## src/hdl/rgb_to_ansi16_colour_assert.svh

```systemverilog
// assertion macros for the rgb to ansi16 colour block
`ifndef RGB_TO_ANSI16_COLOUR_ASSERT_SVH
`define RGB_TO_ANSI16_COLOUR_ASSERT_SVH

`ifndef SYNTHESIS

// checked only out of reset
`define RTA16_ASSERT(lbl, clk, rst_n, prop, msg) \
  lbl: assert property (@(posedge clk) disable iff (!(rst_n)) (prop)) else $error(msg);

// checked at every edge, reset included
`define RTA16_ASSERT_ALWAYS(lbl, clk, prop, msg) \
  lbl: assert property (@(posedge clk) (prop)) else $error(msg);

`else

`define RTA16_ASSERT(lbl, clk, rst_n, prop, msg)
`define RTA16_ASSERT_ALWAYS(lbl, clk, prop, msg)

`endif

`endif

```

## src/hdl/rta16_pkg.sv

```systemverilog
package rta16_pkg;

  localparam int unsigned ChanW = 8;
  localparam int unsigned ColW  = 4;
  localparam int unsigned CfgIdxW = 2;

  // register indexes
  localparam logic [CfgIdxW-1:0] REG_DARK_LIMIT     = 2'd0;
  localparam logic [CfgIdxW-1:0] REG_GREY_DIM_LIMIT = 2'd1;
  localparam logic [CfgIdxW-1:0] REG_GREY_MID_LIMIT = 2'd2;

  // reset values of the limit registers
  localparam logic [ChanW-1:0] DARK_LIMIT_RST     = 8'd25;
  localparam logic [ChanW-1:0] GREY_DIM_LIMIT_RST = 8'd127;
  localparam logic [ChanW-1:0] GREY_MID_LIMIT_RST = 8'd229;

  // ansi colour codes
  localparam logic [ColW-1:0] COL_BLACK   = 4'd0;
  localparam logic [ColW-1:0] COL_RED     = 4'd1;
  localparam logic [ColW-1:0] COL_GREEN   = 4'd2;
  localparam logic [ColW-1:0] COL_YELLOW  = 4'd3;
  localparam logic [ColW-1:0] COL_BLUE    = 4'd4;
  localparam logic [ColW-1:0] COL_MAGENTA = 4'd5;
  localparam logic [ColW-1:0] COL_CYAN    = 4'd6;
  localparam logic [ColW-1:0] COL_WHITE   = 4'd7;
  localparam logic [ColW-1:0] COL_BRIGHT  = 4'd8;

  typedef struct packed {
    logic [ChanW-1:0] dark_limit;
    logic [ChanW-1:0] grey_dim_limit;
    logic [ChanW-1:0] grey_mid_limit;
  } cfg_t;

endpackage

```

## src/hdl/rta16_cfg_regs.sv

```systemverilog
module rta16_cfg_regs import rta16_pkg::*; (
  input  logic               clk_i,
  input  logic               rst_ni,
  input  logic               cfg_we_i,
  input  logic [CfgIdxW-1:0] cfg_idx_i,
  input  logic [ChanW-1:0]   cfg_data_i,
  output cfg_t               cfg_o
);

  cfg_t cfg_q, cfg_d;

  always_comb begin
    cfg_d = cfg_q;
    if (cfg_we_i) begin
      case (cfg_idx_i)
        REG_DARK_LIMIT:     cfg_d.dark_limit     = cfg_data_i;
        REG_GREY_DIM_LIMIT: cfg_d.grey_dim_limit = cfg_data_i;
        REG_GREY_MID_LIMIT: cfg_d.grey_mid_limit = cfg_data_i;
        default:            cfg_d = cfg_q; // unknown index ignored
      endcase
    end
  end

  always_ff @(posedge clk_i or negedge rst_ni) begin
    if (!rst_ni) begin
      cfg_q.dark_limit     <= DARK_LIMIT_RST;
      cfg_q.grey_dim_limit <= GREY_DIM_LIMIT_RST;
      cfg_q.grey_mid_limit <= GREY_MID_LIMIT_RST;
    end else begin
      cfg_q <= cfg_d;
    end
  end

  assign cfg_o = cfg_q;

endmodule

```

## src/hdl/rta16_classify.sv

```systemverilog
module rta16_classify import rta16_pkg::*; (
  input  logic [ChanW-1:0] red_i,
  input  logic [ChanW-1:0] green_i,
  input  logic [ChanW-1:0] blue_i,
  input  cfg_t             cfg_i,
  output logic [ColW-1:0]  colour_o
);

  logic [ChanW-1:0] vmax, vmin, delta;
  logic             red_max, green_max;
  logic [ChanW+2:0] delta_x5;
  logic [ChanW:0]   delta_x2;
  logic             is_grey, is_pale;
  logic signed [ChanW:0]   hue_t;
  logic signed [ChanW+1:0] t2, dpos, dneg;
  logic [ColW-1:0]  hue_col;

  always_comb begin
    vmax = red_i;
    if (green_i > vmax) vmax = green_i;
    if (blue_i > vmax)  vmax = blue_i;
    vmin = red_i;
    if (green_i < vmin) vmin = green_i;
    if (blue_i < vmin)  vmin = blue_i;
    delta = vmax - vmin;
  end

  // saturation tests as exact integer compares
  assign delta_x5 = {1'b0, delta, 2'b00} + {3'b000, delta};
  assign delta_x2 = {delta, 1'b0};
  assign is_grey  = delta_x5 <= {3'b000, vmax};
  assign is_pale  = delta_x2 <= {1'b0, vmax};

  // red wins ties, then green
  assign red_max   = (red_i == vmax);
  assign green_max = !red_max && (green_i == vmax);

  always_comb begin
    if (red_max) begin
      hue_t = $signed({1'b0, green_i}) - $signed({1'b0, blue_i});
    end else if (green_max) begin
      hue_t = $signed({1'b0, blue_i}) - $signed({1'b0, red_i});
    end else begin
      hue_t = $signed({1'b0, red_i}) - $signed({1'b0, green_i});
    end
  end

  assign t2   = {hue_t, 1'b0};
  assign dpos = $signed({2'b00, delta});
  assign dneg = -dpos;

  // nearest sector, ties toward the higher sector
  always_comb begin
    if (red_max) begin
      if (t2 >= dpos)      hue_col = COL_YELLOW;
      else if (t2 >= dneg) hue_col = COL_RED;
      else                 hue_col = COL_MAGENTA;
    end else if (green_max) begin
      if (t2 < dneg)       hue_col = COL_YELLOW;
      else if (t2 >= dpos) hue_col = COL_CYAN;
      else                 hue_col = COL_GREEN;
    end else begin
      if (t2 < dneg)       hue_col = COL_CYAN;
      else if (t2 >= dpos) hue_col = COL_MAGENTA;
      else                 hue_col = COL_BLUE;
    end
  end

  always_comb begin
    if (vmax <= cfg_i.dark_limit) begin
      colour_o = COL_BLACK;
    end else if (is_grey) begin
      if (vmax <= cfg_i.grey_dim_limit)      colour_o = COL_BLACK | COL_BRIGHT;
      else if (vmax <= cfg_i.grey_mid_limit) colour_o = COL_WHITE;
      else                                   colour_o = COL_WHITE | COL_BRIGHT;
    end else if (is_pale) begin
      colour_o = hue_col | COL_BRIGHT;
    end else begin
      colour_o = hue_col;
    end
  end

endmodule

```

## src/hdl/rgb_to_ansi16_colour.sv

```systemverilog
// rgb to ansi 16-colour quantizer. each request carries one rgb pixel of three
// 8-bit channels and gives exactly one 4-bit ansi colour index (0 black .. 7
// white, +8 bright). the pixel is taken into an input register, classified by a
// short block of compares (value = largest channel, saturation and hue tested as
// exact integer compares), and the index lands in a result register. one pixel
// per clock is sustained while the receiver stays ready; a result is offered once
// its pixel has passed the input register and then the result register. both
// stages stall in place under back-pressure and a new request is still taken
// while a result waits, as long as the input register is free or moving on. the
// three limit registers (dark, grey dim, grey mid) are written through the plain
// write port and take effect for pixels classified after the write; write them
// only while the block is idle.
`include "rgb_to_ansi16_colour_assert.svh"

module rgb_to_ansi16_colour import rta16_pkg::*; (
  input  logic               clk_i,
  input  logic               rst_ni,
  // configuration write port
  input  logic               cfg_we_i,
  input  logic [CfgIdxW-1:0] cfg_idx_i,
  input  logic [ChanW-1:0]   cfg_data_i,
  // pixel request channel
  input  logic               in_valid_i,
  output logic               in_ready_o,
  input  logic [ChanW-1:0]   red_i,
  input  logic [ChanW-1:0]   green_i,
  input  logic [ChanW-1:0]   blue_i,
  // colour result channel
  output logic               out_valid_o,
  input  logic               out_ready_i,
  output logic [ColW-1:0]    colour_index_o
);

  cfg_t cfg;

  // input register
  logic             in_vld_q, in_vld_d;
  logic [ChanW-1:0] red_q, green_q, blue_q;

  // result register
  logic             res_vld_q, res_vld_d;
  logic [ColW-1:0]  col_q, col_d;

  logic res_take;  // result register loads this cycle
  logic in_take;   // input register loads this cycle

  rta16_cfg_regs u_cfg (
    .clk_i      (clk_i),
    .rst_ni     (rst_ni),
    .cfg_we_i   (cfg_we_i),
    .cfg_idx_i  (cfg_idx_i),
    .cfg_data_i (cfg_data_i),
    .cfg_o      (cfg)
  );

  rta16_classify u_classify (
    .red_i    (red_q),
    .green_i  (green_q),
    .blue_i   (blue_q),
    .cfg_i    (cfg),
    .colour_o (col_d)
  );

  // result register is free when empty or being drained
  assign res_take   = in_vld_q && (!res_vld_q || out_ready_i);
  assign in_ready_o = !in_vld_q || res_take;
  assign in_take    = in_valid_i && in_ready_o;

  always_comb begin
    in_vld_d = in_vld_q;
    if (in_take)       in_vld_d = 1'b1;
    else if (res_take) in_vld_d = 1'b0;
  end

  always_comb begin
    res_vld_d = res_vld_q;
    if (res_take)         res_vld_d = 1'b1;
    else if (out_ready_i) res_vld_d = 1'b0;
  end

  always_ff @(posedge clk_i or negedge rst_ni) begin
    if (!rst_ni) begin
      in_vld_q  <= 1'b0;
      res_vld_q <= 1'b0;
    end else begin
      in_vld_q  <= in_vld_d;
      res_vld_q <= res_vld_d;
    end
  end

  // payload registers, no reset
  always_ff @(posedge clk_i) begin
    if (in_take) begin
      red_q   <= red_i;
      green_q <= green_i;
      blue_q  <= blue_i;
    end
    if (res_take) begin
      col_q <= col_d;
    end
  end

  assign out_valid_o    = res_vld_q;
  assign colour_index_o = col_q;

  // a held pixel moves to the result register as soon as the output drains
  `RTA16_ASSERT(a_pixel_advances, clk_i, rst_ni,
    in_vld_q && out_ready_i |=> out_valid_o, "held pixel did not reach result register")

  // an equal-channel pixel above the dark limit must come out as one of the greys
  `RTA16_ASSERT(a_grey_result, clk_i, rst_ni,
    in_vld_q && out_ready_i && (red_q == green_q) && (green_q == blue_q)
      && (red_q > cfg.dark_limit)
      |=> (colour_index_o == (COL_BLACK | COL_BRIGHT)) || (colour_index_o == COL_WHITE)
      || (colour_index_o == (COL_WHITE | COL_BRIGHT)),
    "grey pixel gave a non-grey colour")

  // a request cannot be taken while the input register is stuck
  `RTA16_ASSERT(a_no_overrun, clk_i, rst_ni,
    in_vld_q && res_vld_q && !out_ready_i |-> !in_ready_o, "input register overrun")

  // nothing is offered while reset is held
  `RTA16_ASSERT_ALWAYS(a_reset_quiet, clk_i,
    !rst_ni |-> !out_valid_o, "result valid during reset")

endmodule

```

## config.mk

```make
export PLATFORM = sky130hd
export DESIGN_NAME = rgb_to_ansi16_colour
export DESIGN_NICKNAME = d
export VERILOG_FILES = /design/src/hdl/rta16_pkg.sv /design/src/hdl/rta16_cfg_regs.sv /design/src/hdl/rta16_classify.sv /design/src/hdl/rgb_to_ansi16_colour.sv
export VERILOG_INCLUDE_DIRS = /design/src /design/src/hdl
export SDC_FILE = /design/constraint.sdc
export NUM_CORES = 1
export LEC_CHECK = 0
export BUFFER_PORTS_ARGS = -buffer_cell sky130_fd_sc_hd__buf_2
export CORE_MARGIN = 2
export CORE_UTILIZATION = 30
export DETAILED_ROUTE_END_ITERATION = 12
export PLACE_DENSITY_LB_ADDON = 0.3
export SLEW_MARGIN = 25
export SYNTH_ARGS = -nofsm -noshare
export SYNTH_HDL_FRONTEND = slang
export SYNTH_HIERARCHICAL = 1
export SYNTH_SLANG_ARGS = --single-unit
```

## constraint.sdc

```tcl
create_clock -name clk_i -period 10.6 [get_ports clk_i]
set_clock_uncertainty 0.1 [all_clocks]
set_input_delay 2.65 -clock clk_i [delete_from_list [all_inputs] [get_ports clk_i]]
set_output_delay 2.65 -clock clk_i [all_outputs]
set_load 0.01 [all_outputs]
```

### Word level (Yosys, flattened, before mapping)

Cells that the tools add are included.

* add/sub/neg operators: 6
* magnitude comparators: 12
* eq/ne operators: 4
* muxes and demuxes: 22
* reductions and logical operators: 14

Operator list (count)
* 4-bit two-way mux: 9
* 8-bit two-way mux: 4
* 8-bit by 8-bit subtractor with 9-bit output: 3
* 8-bit <= comparator: 3
* 9-bit two-way mux: 2
* 8-bit == test: 2
* 8-bit greater-than comparator: 2
* 8-bit less-than comparator: 2
* 10-bit by 8-bit adder with 11-bit output: 1
* 11-bit by 8-bit <= comparator with 1-bit output: 1
* 10-bit greater-or-equal comparator: 1
* 10-bit by 9-bit greater-or-equal comparator with 1-bit output: 1
* 10-bit less-than comparator: 1
* 8-bit negator with 10-bit output: 1
* 9-bit by 8-bit <= comparator with 1-bit output: 1
* 8-bit subtractor: 1
* 3-bit two-way mux: 2
* 2-bit AND reduction: 3
* 1-bit two-way mux: 5
* 2-bit nonzero test: 2
* 1-bit logical AND: 3
* 1-bit logical NOT: 3
* 2-bit by 1-bit == test with 1-bit output, second input constant: 1
* 2-bit == test, second input constant: 1
* 2 further kinds: 3

* flip-flop bits (word level): 54
* input port bits: 39

### Longest topological paths before layout

Gate-level depths: netlist of run 1.

* depth in word-level cells: 16
* gate-level depth with buffers: 39

### Hierarchy

The synthesis of run 1 kept the hierarchy.

By module, submodules not included
* rta16_classify: instances 1, cells each 611, area an instance 4529.3 µm², seq. area each 0.0 µm²
* rgb_to_ansi16_colour: instances 1, cells each 36, area an instance 944.7 µm², seq. area each 890.9 µm²
* rta16_cfg_regs: instances 1, cells each 51, area an instance 930.9 µm², seq. area each 619.3 µm²

### Least setup slack after synthesis of run 1

No wires, ideal clock.

* path kind: register to register
* start point: register red_q[2]
* end point: register col_q[2], in the netlist colour_index_o[2] (data pin)
* arrival time: 7.328 ns
* data required time: 10.221 ns
* slack: 2.892 ns
* stages on the path, launching flop included: 35
* buffers on the path: 3
* path through: edfxtp_1 -> ha_1 -> a21oi_1 -> a211o_1 -> and2_1 -> buf_6 -> nor2_4 -> clkbuf_1 -> a21oi_1 -> ha_1 -> a2111oi_0 -> nand2_1 -> a21oi_1 -> o31ai_2 -> clkbuf_1 -> o21ai_0 -> ha_1 -> inv_1 -> fa_1 -> xor2_1 -> ha_1 -> inv_1 -> fa_1 -> nor2b_1 -> o21ai_0 -> nand2b_1 -> and2_1 -> nor2_1 -> ha_1 -> nand3_1 -> or4_1 -> o22ai_1 -> o2111ai_4 -> o21bai_1 -> a41oi_1

* cells in the longest elaborated chain, start to end: 16
* elaborated cells between the ends (all ways): 34
* classes of those cells: add/sub: 5; order compare: 10; eq/ne: 2; mux: 15; reduce/logical: 2

Ends and longest elaborated chain
* from (decl): line rgb_to_ansi16_colour.sv:38 `logic [ChanW-1:0] red_q, green_q, blue_q;`
* from (signal assigned): line rgb_to_ansi16_colour.sv:94 `red_q <= red_i;`
* parallel branches: the longest is 16 deep, another holds 8-bit negator with 10-bit output
* to (signal assigned): line rgb_to_ansi16_colour.sv:99 `col_q <= col_d;`
* to (decl): line rgb_to_ansi16_colour.sv:42 `logic [ColW-1:0] col_q, col_d;`

Several ways; the timed one is not identified.
A chain may end at the register's enable or synchronous reset.

### Worst setup path in the final report of run 1

* start point: register green_q[2]
* end point: register col_q[2], in the netlist colour_index_o[2] (data pin)

* cells in the longest elaborated chain, start to end: 16
* elaborated cells between the ends (all ways): 34
* classes of those cells: add/sub: 5; order compare: 10; eq/ne: 2; mux: 15; reduce/logical: 2

Ends and longest elaborated chain
* from (decl): line rgb_to_ansi16_colour.sv:38
* from (signal assigned): line rgb_to_ansi16_colour.sv:95 `green_q <= green_i;`
* parallel branches: the longest is 16 deep, another holds 8-bit negator with 10-bit output

Several ways; the timed one is not identified.

==> flow_metrics.py, run 1 <==
metrics = {
    "drt": {
        "routed_wl_um": 17130,
        "drtAntennaViolNets": 0,
        "wl_per_cell_um": 16.86,
        "num_vias": 5189,
        "dr.pass1.iters": 5,
        "drt_iter0_drc": 350,
        "drcViolationCount": 0,
        "vias_per_cell": 5.107,
    },
    "timing": {
        "setup_ws_ps": 1906,
        "finalSetupViolCount": 0,
        "finalCritPeriodShare_pct": 82.02,
        "max_freq_mhz": 115.0,
        "worst_pin_slew_ps": 899.4,
        "finalSetupTns_ps": 0,
        "slew_headroom_pct": 38.33,
        "period_needed_ps": 8694,
        "slew_viol_final": 0,
        "hold_viol_final": 0,
        "rsz0062_at_grt": "false",
    },
    "global_routing": {
        "overflow": 0,
        "grt_pass1_vias": 5119,
        "antenna_found_initial": 0,
        "grt_first_pass_wirelength_um": 27750,
        "grt_max_degree": 27,
        "groute.usage.overall_pct": 15.77,
    },
    "yosys": {
        "synth_most_common_cell": "ha_1",
        "synth_nets": 842,
        "syn_area_sq_um": 6405,
        "yosys_warnings": 6,
        "postSynthCellCount": 698,
        "synth_ff_type": "edfxtp_1",
        "synth_top_area_share_pct": 19.34,
        "yosys-top-cells-count": "ha_1 (99), inv_1 (85), a21oi_1 (57)",
        "ys_top_cells_by_area": "ha_1 (19%), edfxtp_1 (13%), dfstp_2 (6.2%)",
        "synth_edf_count": 28,
        "ys_ff_latch": 54,
        "synth_cell_type_count": 80,
        "ys_seq_area_share_pct": 23.58,
        "syn_area_per_cell_sq_um": 9.176,
        "netlist.top_cell.by_area": "ha_1",
        "async_reset_ff_share_pct": 48.15,
    },
    "worst_setup_path": {
        "max_stage_delay_ps": 830,
        "end_kind": "flop",
        "cp_common_cell": "ha_1",
        "crit_type": "reg2reg",
        "required_ps": 10530,
        "r2r_start": "green_q[2]",
        "worstRegToRegCells": 31,
        "regToRegEndpoint": "colour_index_o[2]",
        "cpMaxStageDelayCell": "mux2i_1",
        "crit_path_max_fanout": 13,
        "r2r_slack_ps": 1910,
        "arrival_ps": 8620,
        "startpoint_type": "flop",
    },
    "clock_network": {
        "clockRootBuffer": "clkbuf_16",
        "clock_path_buffers": 2,
        "cts_tree": "done",
        "insertion_delay_ps": 300,
        "cts_hold_buf": 0,
        "htreeDepth": 2,
        "cts.sinks": 54,
        "numCtsBuffers": 5,
        "cts.clk_slew.worst_paths_ps": 80,
        "cts_resized": 0,
        "post_cts_buffers": 0,
    },
    "finish": {
        "fin_util_pct": 33.74,
        "fin_cells": 1016,
        "nets": 884,
        "diodes": 0,
        "final_area_sq_um": 7071,
        "syn_to_final_growth_pct": 10.39,
        "layout-drive-gt1-share_pct": 18.22,
    },
    "placed_design": {
        "gp_congestion": 0.9109,
        "post-place-ws_ps": 2024,
        "postPlaceCellArea_sq_um": 6924,
        "place_inst": 1008,
        "io_buffers": 44,
        "place_hpwl_um": 14120,
    },
    "floorplanning": {
        "dieArea_sq_um": 22530,
        "core.rowCount": 53,
        "pin_count": 45,
        "initial_utilization_pct": 30.56,
        "dieHeight_um": 150.1,
        "core_sq_um": 20960,
        "fp.dieW_um": 150.1,
    },
    "min_path": {
        "hp-start": "u_cfg/cfg_o[3]",
        "hold-path-endpoint": "u_cfg/cfg_o[3]",
        "hold_depth": 1,
        "hold_path.class": "reg2reg",
    },
    "power_and_ir_drop": {
        "ir_drop_mv": 0.1303,
        "powerDensity_nw_per_um2": 268.0,
        "p_leak_nw": 3.124,
    },
    "run_status": {
        "outcome": "finished clean",
    },
    "job": {
        "maxCapViolCount": 0,
    },
}
==> report_power, final <==
| part | leakage (nW) | internal, mW | switching [mW] |
|---|---|---|---|
| Sequential | 0.555 | 0.267 | 0.0226 |
| Clock | 0.0751 | 0.0890 | 0.0824 |
| Combinational | 2.49 | 0.627 | 0.807 |
==> worst max path at each step <==
stage / from / endpoint / slack, ps / cells after the start
3_3_place_gp: green_q[3] / colour_index_o[2] / 1750 / 31
2_1_floorplan: red_q[2] / colour_index_o[2] / 2890 / 34
3_5_place_dp: green_q[2] / colour_index_o[2] / 2020 / 31
5_1_grt: green_q[7] / colour_index_o[2] / 1280 / 31
6_report: green_q[2] / colour_index_o[2] / 1910 / 31
4_1_cts: green_q[2] / colour_index_o[2] / 1990 / 31
==> cells by family (layout without fill, tap and decap cells) <==
| kind of cell | Yosys count | count (layout) | synth area share [%] |
|---|---|---|---|
| AOI/OAI and AO/OA | 174 | 174 | 17.97 |
| buffers and inverters | 100 | 143 | 6.212 |
| and+or+nand+nor | 162 | 162 | 14.26 |
| DFF | 54 | 54 | 23.58 |
| adders and majority gates | 110 | 110 | 22.00 |
| muxes | 44 | 44 | 8.009 |
| xor gates and xnor gates | 54 | 54 | 7.970 |
==> routing by layer <==
layer  vias up  GRT usage (%)  share of wire, %
met5         -              0                 0
met4         0          3.585               1.3
met3        18          1.121               3.2
met2       127          25.98                46
met1      2449          22.58                49
li1       2595              -                 -
==> cells in the final DEF, fill, tap and decap left out, types with 13 or more instances in the layout <==
master / count
o21ai_0: 35
mux2i_1: 13
nand2_1: 34
nand3_1: 15
ha_1: 99
dfstp_2: 15
buf_2: 44
xnor2_1: 43
a21oi_1: 57
a21o_1: 15
nor2_1: 33
edfxtp_1: 28
mux2_2: 28
nor2b_1: 13
inv_1: 85
==> critical path, delay by kind of cell, from the launching register on <==
kind | cells | cell delay [ps]
buffers and inverters | 2 | 340
multiplexers | 2 | 1250
XOR/XNOR | 2 | 510
flip-flops | 1 | 490
AO/OA/AOI/OAI | 9 | 1720
adder cells (fa/ha/maj) | 5 | 1770
AND/OR/NAND/NOR | 11 | 2190
==> through the flow <==
stage / total power, mW / hold slack, ps
finish: 1.895 / 409.9
detailed placement: 1.714 / 395.0
floorplan: 1.411 / 379.4
CTS: 1.902 / 412.2
global route: 2.097 / 418.6
global placement: 1.713 / 388.5
==> final cells by class <==
class / instances / area, sq um
Clock buffer: 5 / 125.1
Clock inverter: 3 / 21.27
Fill cell: 2218 / 13880
Inverter: 90 / 339.1
Multi-Input combinational cell: 544 / 4503
Sequential cell: 54 / 1510
Tap cell: 275 / 344.1
Timing Repair Buffer: 45 / 227.7
==> state kept, by name, indices dropped and copies added (netlist names) <==
name	flops
green_q	8
u_cfg/cfg_o	24
colour_index_o	4
in_vld_q	1
red_q	8
blue_q	8
out_valid_o	1
No activity file was read; power rests on OpenSTA's default activity.
==> inputs of run 2 (changes only) <==
Clock period 10.6 ns to 7.8 ns, I/O delays scaled along.
==> flow_metrics.py, run 2 (synthesis gave the netlist of run 1 again) <==
metrics = {
    "run_status": {
        "outcome": "finished clean",
    },
    "global_routing": {
        "overflow": 0,
        "grtUsageMet3_pct": 1.121,
        "groute.usage.overall_pct": 16.35,
        "grt_first_pass_wirelength_um": 28540,
        "grt_max_degree": 27,
        "grt_pass1_vias": 5264,
        "use_met1_pct": 23.12,
        "grt_util_met2_pct": 26.78,
        "top_usage_layer": "met2",
        "antenna_found_initial": 0,
    },
    "placed_design": {
        "io_buffers": 44,
        "place_hpwl_um": 14950,
        "postPlaceCellArea_sq_um": 7256,
        "post-place-ws_ps": 91.84,
        "gp_congestion": 0.9346,
    },
    "worst_setup_path": {
        "cp_top_family": "compound AO/OA/AOI/OAI gates",
        "max_stage_delay_ps": 490,
        "arrival_ps": 7330,
        "end_kind": "flop",
        "path_buf_inv": 5,
        "startpoint_type": "flop",
        "cpMaxStageDelayCell": "or4_1",
        "required_ps": 7740,
        "crit_path_max_fanout": 8,
        "crit_type": "reg2reg",
    },
    "floorplanning": {
        "initial_utilization_pct": 30.56,
        "core.rowCount": 53,
        "core_sq_um": 20960,
        "fp.dieW_um": 150.1,
        "dieHeight_um": 150.1,
        "dieArea_sq_um": 22530,
        "pin_count": 45,
    },
    "finish": {
        "syn_to_final_growth_pct": 19.71,
        "nets": 943,
        "largest_register_ff_count": 24,
        "diodes": 0,
        "fill_cells": 2197,
        "layout-drive-gt1-share_pct": 27.88,
        "final_area_sq_um": 7667,
        "layout_commonest_cell": "ha_1",
        "layout_common_cells": "ha_1 (94), inv_1 (85), buf_4 (58), a21oi_1 (48), buf_2 (44)",
    },
    "drt": {
        "drcViolationCount": 0,
        "wl_per_cell_um": 16.85,
        "vias_per_cell": 5.055,
        "num_vias": 5434,
        "drt_iter0_drc": 347,
        "drtAntennaViolNets": 0,
        "dr.pass1.iters": 5,
        "routed_wl_um": 18110,
    },
    "clock_network": {
        "insertion_delay_ps": 300,
        "cts.sinks": 54,
        "clock_path_buffers": 2,
        "cts_tree": "done",
        "cts_hold_buf": 0,
        "clockRootBuffer": "clkbuf_16",
        "htreeDepth": 2,
        "numCtsBuffers": 5,
        "cts.clk_slew.worst_paths_ps": 80,
    },
    "timing": {
        "worst_pin_slew_ps": 574.0,
        "slew_viol_final": 0,
        "finalCritPeriodShare_pct": 94.82,
        "setup_ws_ps": 403.8,
        "finalSetupViolCount": 0,
        "max_freq_mhz": 135.2,
        "slew_headroom_pct": 61.74,
        "period_needed_ps": 7396,
        "holdWs_ps": 408.5,
        "hold_viol_final": 0,
        "finalSetupTns_ps": 0,
    },
    "power_and_ir_drop": {
        "p_leak_nw": 3.419,
        "p_seq_share_pct": 13.7,
        "powerDensity_nw_per_um2": 371.3,
        "switching_share_pct": 46.79,
        "ir_drop_mv": 0.2116,
        "clockPowerShare_pct": 8.4,
        "p_int_mw": 1.515,
        "power_frac_comb_pct": 77.9,
        "p_switching_mw": 1.332,
        "fin_total_pwr_mw": 2.847,
    },
    "min_path": {
        "hold_path.class": "reg2reg",
    },
    "job": {
        "maxCapViolCount": 0,
    },
}
-- run 2: what timing repair did --
item                                    4_1_cts  5_1_grt
gates resized for setup                       0       38
endpoints found under the hold margin         0        0
buffers inserted                              0       14
endpoints found under the setup margin        0        4
-- run 2: metrics by stage --
step	utilization, %	instances
2_1_floorplan	-	698
3_5_place_dp	34.63	1053
4_1_cts	35.32	1061
5_1_grt	36.59	1075
6_report	36.59	1075
3_3_place_gp	34.63	1053
-- run 2: worst register-to-register path, delay by kind of cell, from the launching register on --
| kind | cells | cell delay [ps] |
|---|---|---|
| adders and majority gates | 6 | 1750 |
| and+or+nand+nor | 9 | 1450 |
| xor gates and xnor gates | 1 | 230 |
| buffers and inverters | 5 | 720 |
| AOI/OAI and AO/OA | 15 | 2450 |
| DFF | 1 | 430 |
-- run 2: worst paths after layout --
| path | slack, ps | cells past startpoint | startpoint | endpoint |
|---|---|---|---|---|
| setup / recovery | 400 | 36 | green_q[4] | colour_index_o[2] |
| hold / removal | 410 | 1 | u_cfg/cfg_o[3] | u_cfg/cfg_o[3] |
| setup reg to reg | 400 | 36 | green_q[4] | colour_index_o[2] |
| hold reg to reg | 410 | 1 | u_cfg/cfg_o[3] | u_cfg/cfg_o[3] |
| max in group asynchronous | 5680 | 1 | rst_ni | u_cfg/cfg_o[13] |
| min in group asynchronous | 1530 | 1 | rst_ni | u_cfg/cfg_o[18] |
-- run 2: cell type report --
| class | instances | area (sq um) | area share, % |
|---|---|---|---|
| Tap cell | 275 | 344.1 | 4.488 |
| Multi-Input combinational cell | 544 | 4649 | 60.64 |
| Timing Repair Buffer | 104 | 678.2 | 8.845 |
| Clock inverter | 3 | 21.27 | 0.2774 |
| Inverter | 90 | 339.1 | 4.422 |
| Sequential cell | 54 | 1510 | 19.70 |
| Clock buffer | 5 | 125.1 | 1.632 |
-- run 2: power by group through the flow --
stage | Combinational, mW | Clock (mW) | Sequential, mW
floorplan | 1.52 | 0 | 0.394
global placement | 2.07 | 0 | 0.396
detailed placement | 2.06 | 0 | 0.397
CTS | 2.07 | 0.245 | 0.391
global route | 2.46 | 0.255 | 0.396
finish | 2.22 | 0.238 | 0.390
-- run 2: per-layer routing --
| metal | vias up | part of all wire (%) |
|---|---|---|
| met5 | - | 0 |
| met4 | 0 | 2.7 |
| met3 | 30 | 3.9 |
| met2 | 134 | 45 |
| met1 | 2552 | 49 |
| li1 | 2718 | - |
==> inputs of run 3 (changes only) <==
Settings changed: CORE_ASPECT_RATIO set to 1.1, REMOVE_ABC_BUFFERS set to 1.
==> flow_metrics.py, run 3 (synthesis gave the netlist of run 1 again) <==
metrics = {
    "run_status": {
        "outcome": "finished clean",
    },
    "finish": {
        "syn_to_final_growth_pct": 20.34,
        "diodes": 0,
        "layout-drive-gt1-share_pct": 27.41,
        "final_area_sq_um": 7707,
        "fin_cells": 1089,
        "nets": 942,
        "largest_register_ff_count": 24,
        "layout_common_cells": "ha_1 (94), inv_1 (83), buf_4 (56), a21oi_1 (51), buf_2 (44)",
        "layout_commonest_cell": "ha_1",
    },
    "drt": {
        "dr.pass1.iters": 4,
        "drt_iter0_drc": 297,
        "vias_per_cell": 4.976,
        "routed_wl_um": 18210,
        "num_vias": 5419,
        "drcViolationCount": 0,
        "wl_per_cell_um": 16.72,
        "drtAntennaViolNets": 0,
    },
    "worst_setup_path": {
        "crit_type": "reg2reg",
        "worstRegToRegCells": 33,
        "cp_top_family": "adder cells",
        "cp_common_cell": "ha_1",
        "max_stage_delay_ps": 500,
        "cp.depth": 33,
        "startpoint_type": "flop",
        "required_ps": 7740,
        "end_kind": "flop",
        "path_buf_inv": 4,
        "cpMaxStageDelayCell": "or4_1",
        "crit_path_max_fanout": 7,
        "arrival_ps": 7380,
    },
    "power_and_ir_drop": {
        "p_leak_nw": 3.415,
        "powerDensity_nw_per_um2": 365.3,
        "ir_drop_mv": 0.1929,
    },
    "placed_design": {
        "postPlaceCellArea_sq_um": 7252,
        "gp_congestion": 0.8896,
        "post-place-ws_ps": 26.79,
        "place_hpwl_um": 15010,
        "io_buffers": 44,
        "place_inst": 1065,
    },
    "global_routing": {
        "grt_max_degree": 27,
        "use_met1_pct": 21.41,
        "top_usage_layer": "met2",
        "grt_util_met2_pct": 29.69,
        "antenna_found_initial": 0,
        "groute.usage.overall_pct": 16.58,
        "overflow": 0,
        "grt_first_pass_wirelength_um": 28880,
        "grtUsageMet3_pct": 1.156,
        "grt_pass1_vias": 5320,
    },
    "timing": {
        "period_needed_ps": 7443,
        "setup_ws_ps": 357.3,
        "worst_pin_slew_ps": 643.1,
        "hold_viol_final": 0,
        "slew_viol_final": 0,
        "max_freq_mhz": 134.4,
        "slew_headroom_pct": 56.76,
        "finalSetupViolCount": 0,
        "finalCritPeriodShare_pct": 95.42,
    },
    "floorplanning": {
        "pin_count": 45,
        "core_sq_um": 21160,
        "core.rowCount": 56,
        "dieArea_sq_um": 22540,
        "dieHeight_um": 157.2,
        "fp.dieW_um": 143.3,
        "initial_utilization_pct": 30.27,
    },
    "clock_network": {
        "cts.clk_slew.worst_paths_ps": 80,
        "cts.sinks": 54,
        "htreeDepth": 2,
        "clock_path_buffers": 2,
        "cts_tree": "done",
        "numCtsBuffers": 5,
        "insertion_delay_ps": 310,
        "clockRootBuffer": "clkbuf_16",
    },
    "job": {
        "maxCapViolCount": 0,
    },
    "min_path": {
        "hold_path.class": "reg2reg",
        "hold_depth": 1,
    },
}
==> run 3: cell count changes in the layout (fill, tap and decap cells not counted), sizes merged <==
cell	before	now
buf	104	103
clkinv	1	2
inv	92	91
==> run 3: what timing repair did <==
| action | CTS | global route |
|---|---|---|
| buffers inserted | 0 | 16 |
| hold buffers | 0 | 0 |
| endpoints found under the setup margin | 0 | 4 |
| resized for setup | 0 | 43 |
==> run 3: path summary, 6_finish.rpt <==
check	start	end	slack (ps)
worst max-delay path	red_q[0]	colour_index_o[0]	360
worst min-delay path	u_cfg/cfg_o[3]	u_cfg/cfg_o[3]	410
worst max register to register	red_q[0]	colour_index_o[0]	360
worst min register to register	u_cfg/cfg_o[3]	u_cfg/cfg_o[3]	410
max in group asynchronous	rst_ni	u_cfg/cfg_o[16]	5700
min in group asynchronous	rst_ni	u_cfg/cfg_o[4]	1520
==> run 3: metrics by stage <==
stage | TNS (ps) | utilization, % | total power [mW] | hold slack (ps)
3_3_place_gp | 0 | 34.27 | 2.426 | 389.3
3_5_place_dp | 0 | 34.27 | 2.430 | 394.0
5_1_grt | -148.5 | 36.42 | 3.097 | 431.0
6_report | 0 | 36.42 | 2.816 | 409.3
4_1_cts | 0 | 35.00 | 2.691 | 412.6
2_1_floorplan | 0 | - | 1.909 | 379.4
==> run 3: worst register-to-register path, delay by kind of cell, from the launching register on <==
family | cells | cell delay (ps)
buffers and inverters | 4 | 380
flip-flops | 1 | 400
multiplexers | 2 | 550
AO/OA/AOI/OAI | 9 | 1850
AND/OR/NAND/NOR | 10 | 1570
XOR/XNOR | 1 | 250
adder cells (fa/ha/maj) | 7 | 2080
==> run 3: final cells by class <==
class | count | area (sq um)
clock buffers | 5 | 125.1
clock inverters | 3 | 28.78
fillers | 2236 | 13450
inverters | 90 | 339.1
multi-input cells | 544 | 4667
flip-flops and latches | 54 | 1510
well taps | 290 | 362.8
repair buffers | 103 | 674.4
==> run 3: where the power goes <==
part           total, mW  leakage (nW)  switching, mW  internal [mW]
clock network      0.249        0.0763          0.125          0.124
logic               2.18          2.78           1.17           1.01
registers          0.391         0.555         0.0279          0.363
==> run 3: routing by layer <==
| metal | routed length [um] | up-vias |
|---|---|---|
| met5 | 0 | - |
| met4 | 405 | 0 |
| met3 | 517 | 16 |
| met2 | 9058 | 97 |
| met1 | 8232 | 2591 |
| li1 | - | 2715 |
